--- src/hw/rtl/cflk_pkg.sv ---
// candle flicker generator: shared types, constants and the control program
// no dependencies; used by cflk_rng, cflk_seq and candle_flicker_generator
package cflk_pkg;

  localparam int unsigned CH_W   = 3;
  localparam int unsigned DATA_W = 8;
  localparam int unsigned CFG_W  = 8;
  localparam int unsigned IDX_W  = 2;

  // configuration register indexes
  localparam logic [IDX_W-1:0] REG_VARIABILITY = 2'd0;
  localparam logic [IDX_W-1:0] REG_AGILITY     = 2'd1;
  localparam logic [IDX_W-1:0] REG_CALMNESS    = 2'd2;
  localparam logic [IDX_W-1:0] REG_BASELINE    = 2'd3;

  localparam logic [7:0] RST_VARIABILITY = 8'd5;
  localparam logic [6:0] RST_AGILITY     = 7'd2;
  localparam logic [2:0] RST_CALMNESS    = 3'd2;
  localparam logic [7:0] RST_BASELINE    = 8'd30;

  localparam logic [7:0] GUST_LIMIT = 8'd220;
  localparam logic [7:0] LEVEL_MAX  = 8'd255;

  typedef logic [2:0] step_t;

  // program steps
  localparam step_t S_GUST_TEST  = 3'd0;
  localparam step_t S_GUST_ODDS  = 3'd1;
  localparam step_t S_GUST_SET   = 3'd2;
  localparam step_t S_SETTLE     = 3'd3;
  localparam step_t S_KNOCK_TEST = 3'd4;
  localparam step_t S_KNOCK_SET  = 3'd5;
  localparam step_t S_FILTER     = 3'd6;

  typedef enum logic [1:0] {
    CMP_NONE,
    CMP_LT_VAR,
    CMP_GT_LIMIT,
    CMP_LT_CALM
  } cmp_sel_t;

  typedef struct packed {
    logic     draw;        // advance the generator this step
    cmp_sel_t cmp;         // which test feeds the branch
    logic     jump;        // branch to target when the test fails
    step_t    target;
    logic     load_wind;   // wind takes the draw
    logic     settle;      // wind decays, flame grows
    logic     load_flame;  // flame takes the draw
    logic     fin;         // filter, write back, hand out the result
  } ctrl_t;

  function automatic ctrl_t ucode(input step_t s);
    ctrl_t w;
    w = '{draw: 1'b0, cmp: CMP_NONE, jump: 1'b0, target: S_FILTER,
          load_wind: 1'b0, settle: 1'b0, load_flame: 1'b0, fin: 1'b0};
    unique case (s)
      S_GUST_TEST: begin
        w.draw = 1'b1; w.cmp = CMP_LT_VAR; w.jump = 1'b1; w.target = S_SETTLE;
      end
      S_GUST_ODDS: begin
        w.draw = 1'b1; w.cmp = CMP_GT_LIMIT; w.jump = 1'b1; w.target = S_SETTLE;
      end
      S_GUST_SET: begin
        w.draw = 1'b1; w.load_wind = 1'b1;
      end
      S_SETTLE: begin
        w.settle = 1'b1;
      end
      S_KNOCK_TEST: begin
        w.draw = 1'b1; w.cmp = CMP_LT_CALM; w.jump = 1'b1; w.target = S_FILTER;
      end
      S_KNOCK_SET: begin
        w.draw = 1'b1; w.load_flame = 1'b1;
      end
      default: begin
        w.fin = 1'b1;
      end
    endcase
    return w;
  endfunction

endpackage

--- src/hw/rtl/cflk_rng.sv ---
// candle flicker generator: shared 8-bit pseudo-random generator
// counter plus three mixing bytes, wrapping arithmetic; uses cflk_pkg
module cflk_rng import cflk_pkg::*; (
  input  logic              clk,
  input  logic              rst,
  input  logic              draw,
  output logic [DATA_W-1:0] value
);

  logic [DATA_W-1:0] counter, mix_a, mix_b, mix_c;
  logic [DATA_W-1:0] counter_next, mix_a_next, mix_b_next, mix_c_next;

  always_comb begin
    counter_next = counter + 8'd1;
    mix_a_next   = mix_a ^ mix_c ^ counter_next;
    mix_b_next   = mix_b + mix_a_next;
    mix_c_next   = (mix_c + (mix_b_next >> 1)) ^ mix_a_next;
  end

  // value is what this draw returns
  assign value = mix_c_next;

  always_ff @(posedge clk) begin
    if (rst) begin
      counter <= '0;
      mix_a   <= '0;
      mix_b   <= '0;
      mix_c   <= '0;
    end else if (draw) begin
      counter <= counter_next;
      mix_a   <= mix_a_next;
      mix_b   <= mix_b_next;
      mix_c   <= mix_c_next;
    end
  end

endmodule

--- src/hw/rtl/cflk_seq.sv ---
// candle flicker generator: step counter and control program sequencer
// reads the program table from cflk_pkg
module cflk_seq import cflk_pkg::*; (
  input  logic  clk,
  input  logic  rst,
  input  logic  start,
  input  step_t start_step,
  input  logic  cond,
  input  logic  out_free,
  output ctrl_t ctrl,
  output logic  busy
);

  step_t step;

  assign ctrl = ucode(step);

  always_ff @(posedge clk) begin
    if (rst) begin
      busy <= 1'b0;
      step <= S_GUST_TEST;
    end else if (!busy) begin
      if (start) begin
        busy <= 1'b1;
        step <= start_step;
      end
    end else if (ctrl.fin) begin
      if (out_free) begin
        busy <= 1'b0;
      end
    end else if (ctrl.jump && !cond) begin
      step <= ctrl.target;
    end else begin
      step <= step + 3'd1;
    end
  end

endmodule

--- src/hw/rtl/candle_flicker_generator.sv ---
// candle flicker generator: one flame update per request, result registered
// an accepted request walks the program steps (gust test, gust odds, gust set, settle, knock test, knock set, filter)
// before out_valid, a failed test jumping ahead; no new request is taken while the sequencer is busy (in_stall)
// a channel at or above CHANNELS goes straight to the last step and gives result 0
// a result still waiting in the output register holds the last step for as long as it stalls
// reset (rst, synchronous) clears generator, per-channel flame/filter/wind and loads defaults
module candle_flicker_generator import cflk_pkg::*; #(
  parameter int unsigned CHANNELS = 8
) (
  input  logic              clk,
  input  logic              rst,
  // request channel
  input  logic              in_valid,
  output logic              in_stall,
  input  logic [CH_W-1:0]   channel,
  // result channel
  output logic              out_valid,
  input  logic              out_stall,
  output logic [DATA_W-1:0] brightness,
  // configuration port
  input  logic              cfg_we,
  input  logic [IDX_W-1:0]  cfg_index,
  input  logic [CFG_W-1:0]  cfg_data
);

  // only channels the 3-bit field can name get storage
  localparam int unsigned DEPTH = (CHANNELS < 8) ? CHANNELS : 8;
  localparam int unsigned SEL_W = (DEPTH > 1) ? $clog2(DEPTH) : 1;

  // configuration registers
  logic [7:0] gust_threshold;
  logic [6:0] approach_step;
  logic [2:0] calmness_shift;
  logic [7:0] wind_floor;

  // per-channel state, small enough for flops
  logic [DATA_W-1:0] flame_mem    [DEPTH];
  logic [DATA_W-1:0] filtered_mem [DEPTH];
  logic [DATA_W-1:0] wind_mem     [DEPTH];

  // working registers of the running request
  logic [SEL_W-1:0]  sel;
  logic              skip;
  logic [DATA_W-1:0] wind, flame, level;
  logic [DATA_W-1:0] level_next;

  logic              accept, in_range, cond, out_free, draw;
  logic [DATA_W-1:0] rnd, agility, calm_limit;
  ctrl_t             ctrl;
  logic              busy;

  assign in_stall = busy;
  assign accept   = in_valid && !in_stall;
  assign in_range = {6'd0, channel} < 9'(CHANNELS);
  assign out_free = !out_valid || !out_stall;
  assign draw     = busy && ctrl.draw && !skip;

  assign agility    = {1'b0, approach_step};
  assign calm_limit = wind >> calmness_shift;

  cflk_rng u_rng (
    .clk   (clk),
    .rst   (rst),
    .draw  (draw),
    .value (rnd)
  );

  cflk_seq u_seq (
    .clk        (clk),
    .rst        (rst),
    .start      (accept),
    .start_step (in_range ? S_GUST_TEST : S_FILTER),
    .cond       (cond),
    .out_free   (out_free),
    .ctrl       (ctrl),
    .busy       (busy)
  );

  // branch test on this step's draw
  always_comb begin
    unique case (ctrl.cmp)
      CMP_LT_VAR:   cond = rnd < gust_threshold;
      CMP_GT_LIMIT: cond = rnd > GUST_LIMIT;
      CMP_LT_CALM:  cond = rnd < calm_limit;
      default:      cond = 1'b1;
    endcase
  end

  // constant-rate approach; a flame equal to the level counts as not above
  always_comb begin
    level_next = level;
    if (flame > level) begin
      if (level < (LEVEL_MAX - agility)) begin
        level_next = level + agility;
      end
    end else if (level > agility) begin
      level_next = level - agility;
    end
  end

  // configuration writes, expected only while no request is in flight
  always_ff @(posedge clk) begin
    if (rst) begin
      gust_threshold <= RST_VARIABILITY;
      approach_step  <= RST_AGILITY;
      calmness_shift <= RST_CALMNESS;
      wind_floor     <= RST_BASELINE;
    end else if (cfg_we) begin
      unique case (cfg_index)
        REG_VARIABILITY: gust_threshold <= cfg_data;
        REG_AGILITY:     approach_step  <= cfg_data[6:0];
        REG_CALMNESS:    calmness_shift <= cfg_data[2:0];
        REG_BASELINE:    wind_floor     <= cfg_data;
        default:         ;
      endcase
    end
  end

  // load the channel on accept, then let the program work on the copies
  always_ff @(posedge clk) begin
    if (accept) begin
      sel   <= channel[SEL_W-1:0];
      skip  <= !in_range;
      wind  <= wind_mem[channel[SEL_W-1:0]];
      flame <= flame_mem[channel[SEL_W-1:0]];
      level <= filtered_mem[channel[SEL_W-1:0]];
    end else if (busy) begin
      if (ctrl.load_wind) begin
        wind <= rnd;
      end
      if (ctrl.settle) begin
        if (wind > wind_floor) begin
          wind <= wind - 8'd1;
        end
        if (flame != LEVEL_MAX) begin
          flame <= flame + 8'd1;
        end
      end
      if (ctrl.load_flame) begin
        flame <= rnd;
      end
    end
  end

  // write back at the last step, once the output register can take the result
  always_ff @(posedge clk) begin
    if (rst) begin
      for (int i = 0; i < DEPTH; i++) begin
        flame_mem[i]    <= '0;
        filtered_mem[i] <= '0;
        wind_mem[i]     <= '0;
      end
    end else if (busy && ctrl.fin && out_free && !skip) begin
      flame_mem[sel]    <= flame;
      filtered_mem[sel] <= level_next;
      wind_mem[sel]     <= wind;
    end
  end

  // output register
  always_ff @(posedge clk) begin
    if (rst) begin
      out_valid <= 1'b0;
    end else if (busy && ctrl.fin && out_free) begin
      out_valid <= 1'b1;
    end else if (!out_stall) begin
      out_valid <= 1'b0;
    end
  end

  always_ff @(posedge clk) begin
    if (busy && ctrl.fin && out_free) begin
      brightness <= skip ? '0 : level_next;
    end
  end

`ifndef SYNTHESIS
  // a result only appears after the program reached its last step
  assert property (@(posedge clk) disable iff (rst)
    $rose(out_valid) |-> $past(busy && ctrl.fin))
    else $error("result without a finished program");

  // an accepted request always starts the sequencer
  assert property (@(posedge clk) disable iff (rst)
    accept |=> busy)
    else $error("accepted request did not start the program");

  // the last step holds while the output register is full
  assert property (@(posedge clk) disable iff (rst)
    busy && ctrl.fin && !out_free |=> busy && ctrl.fin)
    else $error("program left its last step with the output full");

  // an out-of-range channel never advances the generator
  assert property (@(posedge clk) disable iff (rst)
    busy && skip |-> !ctrl.draw)
    else $error("generator drawn for an out-of-range channel");
`endif

endmodule

--- config.mk ---
export PLATFORM = sky130hd
export DESIGN_NAME = candle_flicker_generator
export DESIGN_NICKNAME = d
export VERILOG_FILES = /design/src/hw/rtl/cflk_pkg.sv /design/src/hw/rtl/cflk_rng.sv /design/src/hw/rtl/cflk_seq.sv /design/src/hw/rtl/candle_flicker_generator.sv
export SDC_FILE = /design/constraint.sdc
export NUM_CORES = 1
export LEC_CHECK = 0
export BUFFER_PORTS_ARGS = -buffer_cell sky130_fd_sc_hd__buf_2
export CAP_MARGIN = 20
export CORE_ASPECT_RATIO = 0.75
export CORE_MARGIN = 2
export CORE_UTILIZATION = 25
export CTS_CLUSTER_DIAMETER = 100
export CTS_CLUSTER_SIZE = 12
export DETAILED_ROUTE_END_ITERATION = 6
export PLACE_DENSITY = 0.35
export SETUP_SLACK_MARGIN = 0.5
export SLEW_MARGIN = 20
export SYNTH_ARGS = -nofsm -noshare
export SYNTH_HDL_FRONTEND = slang
export SYNTH_SLANG_ARGS = --single-unit
--- constraint.sdc ---
create_clock -name clk -period 6.5 [get_ports clk]
set_input_delay 0.325 -clock clk [delete_from_list [all_inputs] [get_ports clk]]
set_output_delay 0.325 -clock clk [all_outputs]
set_load 0.01 [all_outputs]
==> impl_metrics.py <==
metrics = {
    "drt": {
        "drc": 0,
        "wirelength_um": 46000,
        "vias_per_cell": 4.68,
        "detail-route-antenna-nets": 0,
        "wl_per_cell_um": 21.6,
        "vias": 9953,
        "drtIter0Drc": 628,
        "drtPass1Iterations": 5,
    },
    "setup_path": {
        "arrival_ps": 6010,
        "worstSetupEndpointType": "register",
        "critPathMaxStageDelay_ps": 470,
        "start_kind": "register",
        "critPathTopFamily": "adder cells",
        "crit_buf_inv": 3,
        "path_class": "register to register",
        "cp.required_ps": 6990,
        "crit_slowest_cell": "dfxtp_1",
        "cp_cell_sequence": "xnor2_1 -> xnor2_2 -> ha_1 -> inv_1 -> fa_1 -> xnor2_1 -> inv_1 -> fa_1 -> xnor2_1 -> inv_1 -> ha_1 -> a21o_1 -> a21o_1 -> a211o_1 -> maj3_2 -> maj3_2 -> a211oi_2 -> mux2i_1 -> o211a_1",
        "critPathMaxFanout": 5,
        "rrSetupSlack_ps": 980,
    },
    "power": {
        "power_frac_seq_pct": 37.9,
        "switchingPower_mw": 2.31,
        "switching_share_pct": 37.1,
        "p_int_mw": 3.91,
        "p_clk_share_pct": 25.4,
        "combPwrFrac_pct": 36.7,
        "peakVddDrop_v": 0.000178,
        "p_leak_nw": 6.75,
        "p_per_area_mw_per_mm2": 365,
    },
    "final_layout": {
        "fin_nets": 1393,
        "multi_input_area_mm2": 0.00657,
        "diodes": 0,
        "fillers": 6143,
        "mostFrequentLayoutCell": "edfxtp_1",
        "drive_above_1_share_pct": 12.7,
        "seq_area_mm2": 0.00808,
        "layout.cells.non_filler": 2128,
        "area_growth_pct": 12.3,
        "utilization_pct": 28.3,
        "layout_common_cells": "edfxtp_1 (227), nor2_1 (162), and3_1 (84), nand2_1 (75), inv_1 (72)",
    },
    "floorplan": {
        "start_util_pct": 25.2,
        "coreArea_mm2": 0.0602,
        "dieWidth_um": 288,
        "num_rows": 78,
        "dieArea_mm2": 0.0627,
        "die_h_um": 217,
        "io_pins": 28,
    },
    "synth": {
        "synth_flop_cell": "edfxtp_1",
        "yosysTopAreaCell": "edfxtp_1",
        "synth_top_area_share_pct": 44.9,
        "seq_area_frac_synth_pct": 53.2,
        "synthesis.area_mm2": 0.0152,
        "yosys-top-cells-area": "edfxtp_1 (45%), dfxtp_1 (8.3%), mux4_2 (7.1%), ha_1 (5.3%), nor2_1 (4.0%)",
        "ys_types": 67,
        "yosys_warnings": 0,
        "synth.avg_cell_area_um2": 11.6,
        "synth_edf_count": 227,
        "netlist_instances": 1309,
        "ys_ff_latch": 290,
        "async_flop_share_pct": 0,
        "syn_nets": 1395,
    },
    "clock_network": {
        "h-tree-depth": 1,
        "cts_tree": "yes",
        "cts_root_buffer": "clkbuf_16",
        "cts_buffer_depth": 3,
        "numCtsBuffers": 28,
        "cts_sinks": 290,
        "cts_setup_buffers": 0,
        "insertion_delay_ps": 590,
        "path_clk_slew_ps": 80,
    },
    "grt": {
        "antenna_found_initial": 0,
        "grt_usage_pct": 14.8,
        "grt_overflow": 0,
        "grt_max_degree": 50,
        "grt_pass1_vias": 10200,
        "grt_pass1_wl_um": 69100,
    },
    "place": {
        "dp_cells": 2076,
        "io_buffers": 27,
        "gp_congestion": 0.753,
        "dp_hpwl_um": 29600,
    },
    "sta": {
        "slew_viol_final": 0,
        "finalCritPeriodShare_pct": 85.0,
        "finalSetupTns_ps": 0,
        "hold_violations": 0,
        "relSlewSlack_pct": 28.4,
        "setup_violations": 0,
        "rsz0062_at_grt": "no",
        "fmax_mhz": 181,
        "fin_crit_ps": 5520,
        "tightestPinTransition_ps": 1040,
        "timing.clock.skew_ps": 32.9,
    },
    "status": {
        "status": "completed",
    },
    "flow_run": {
        "drv_cap": 0,
    },
    "worst_hold_path": {
        "min_path_type": "input port to register",
    },
}
==> stage by stage <==
stage               cell area, um^2  hold slack [ps]  total power [mW]  setup slack (ps)
floorplan                     15200              424              3.90              1340
global placement              16200              452              4.68               932
detailed placement            16200              454              4.68               871
CTS                           17000             5.66              6.29               851
global route                  17000             47.5              6.62               539
finish                        17000             41.7              6.21               976
==> final timing paths <==
| check | start | end | cells after the start |
|---|---|---|---|
| max | u_rng.counter[0] | u_seq.step[2] | 19 |
| min | cfg_data[7] | wind_floor[7] | 3 |
| max reg2reg | u_rng.counter[0] | u_seq.step[2] | 19 |
| min reg2reg | u_rng.mix_b[2] | u_rng.mix_b[2] | 2 |
==> repair_timing <==
item,CTS,global route
gates resized for setup,0,1
hold endpoints to repair,1,0
setup endpoints to repair,0,2
hold buffers,1,0
==> per-layer routing <==
layer  vias up  share of wire, %  global-route usage [%]  wire length [um]
li1       4753                 -                       -                 -
met5         -                 0                       0                 0
met1      4998                53                    23.0             24200
met3        47               3.4                    1.75              1550
met4         0               1.6                    2.61               713
met2       155                42                    22.0             19500
==> cell usage after synthesis (4+ instances only) <==
| cell type | count |
|---|---|
| nor2b_1 | 11 |
| nand2b_1 | 13 |
| o21ai_0 | 39 |
| o21bai_1 | 4 |
| or3_1 | 10 |
| dfxtp_1 | 63 |
| xor2_1 | 18 |
| xnor2_1 | 33 |
| nand4_1 | 7 |
| nor2_1 | 162 |
| nand2_1 | 75 |
| nor3b_1 | 4 |
| buf_1 | 13 |
| edfxtp_1 | 227 |
| o211ai_1 | 10 |
| a211oi_1 | 16 |
| nor3_1 | 12 |
| mux2_2 | 13 |
| a21o_1 | 16 |
| a31oi_1 | 6 |
| ha_1 | 64 |
| and2_1 | 28 |
| mux2i_1 | 36 |
| o22ai_1 | 5 |
| clkbuf_1 | 67 |
| and3_1 | 84 |
| a21oi_1 | 70 |
| a211o_1 | 11 |
| nand3_1 | 11 |
| inv_1 | 72 |
| o21a_1 | 6 |
| fa_1 | 4 |
| mux4_2 | 48 |
==> power groups by stage <==
stage                     registers, mW  logic, mW  clock network (mW)
after floorplan                    2.26       1.64                   0
after global placement             2.40       2.28                   0
after detailed placement           2.39       2.29                   0
after CTS                          2.35       2.30                1.64
after global routing               2.37       2.55                1.70
final                              2.35       2.28                1.58
==> flip-flops by register name (all words and copies together) (netlist names), 7 cells and up <==
register / count
wind_floor: 8
u_rng.mix_c: 8
wind_mem: 64
u_rng.counter: 8
wind: 8
filtered_mem: 64
u_rng.mix_b: 8
brightness: 8
approach_step: 7
gust_threshold: 8
flame: 8
u_rng.mix_a: 8
level: 8
flame_mem: 64
==> worst min-delay path, delay by kind of cell <==
kind            cells  cell delay [ps]
compound gates      1               50
buf+inv             1              120
simple gates        1               50
==> area by class of cell <==
| cell class | count | area share (%) |
|---|---|---|
| Sequential cell | 290 | 47.4 |
| Multi-Input combinational cell | 864 | 38.5 |
| Tap cell | 800 | 5.87 |
| Clock buffer | 50 | 4.72 |
| Timing Repair Buffer | 48 | 1.75 |
| Inverter | 75 | 1.65 |
| Clock inverter | 1 | 0.0661 |
==> cells by family (layout without fill, tap and decap cells) <==
kind of cell | Yosys count | after routing | synth area share, %
AOI/OAI and AO/OA | 208 | 208 | 8.86
xor gates and xnor gates | 57 | 57 | 3.69
adders and majority gates | 71 | 71 | 6.03
buffers and inverters | 155 | 174 | 3.83
DFF | 290 | 290 | 53.2
muxes | 97 | 97 | 10.5
and+or+nand+nor | 431 | 431 | 13.9
No activity file was read; power rests on OpenSTA's default activity.
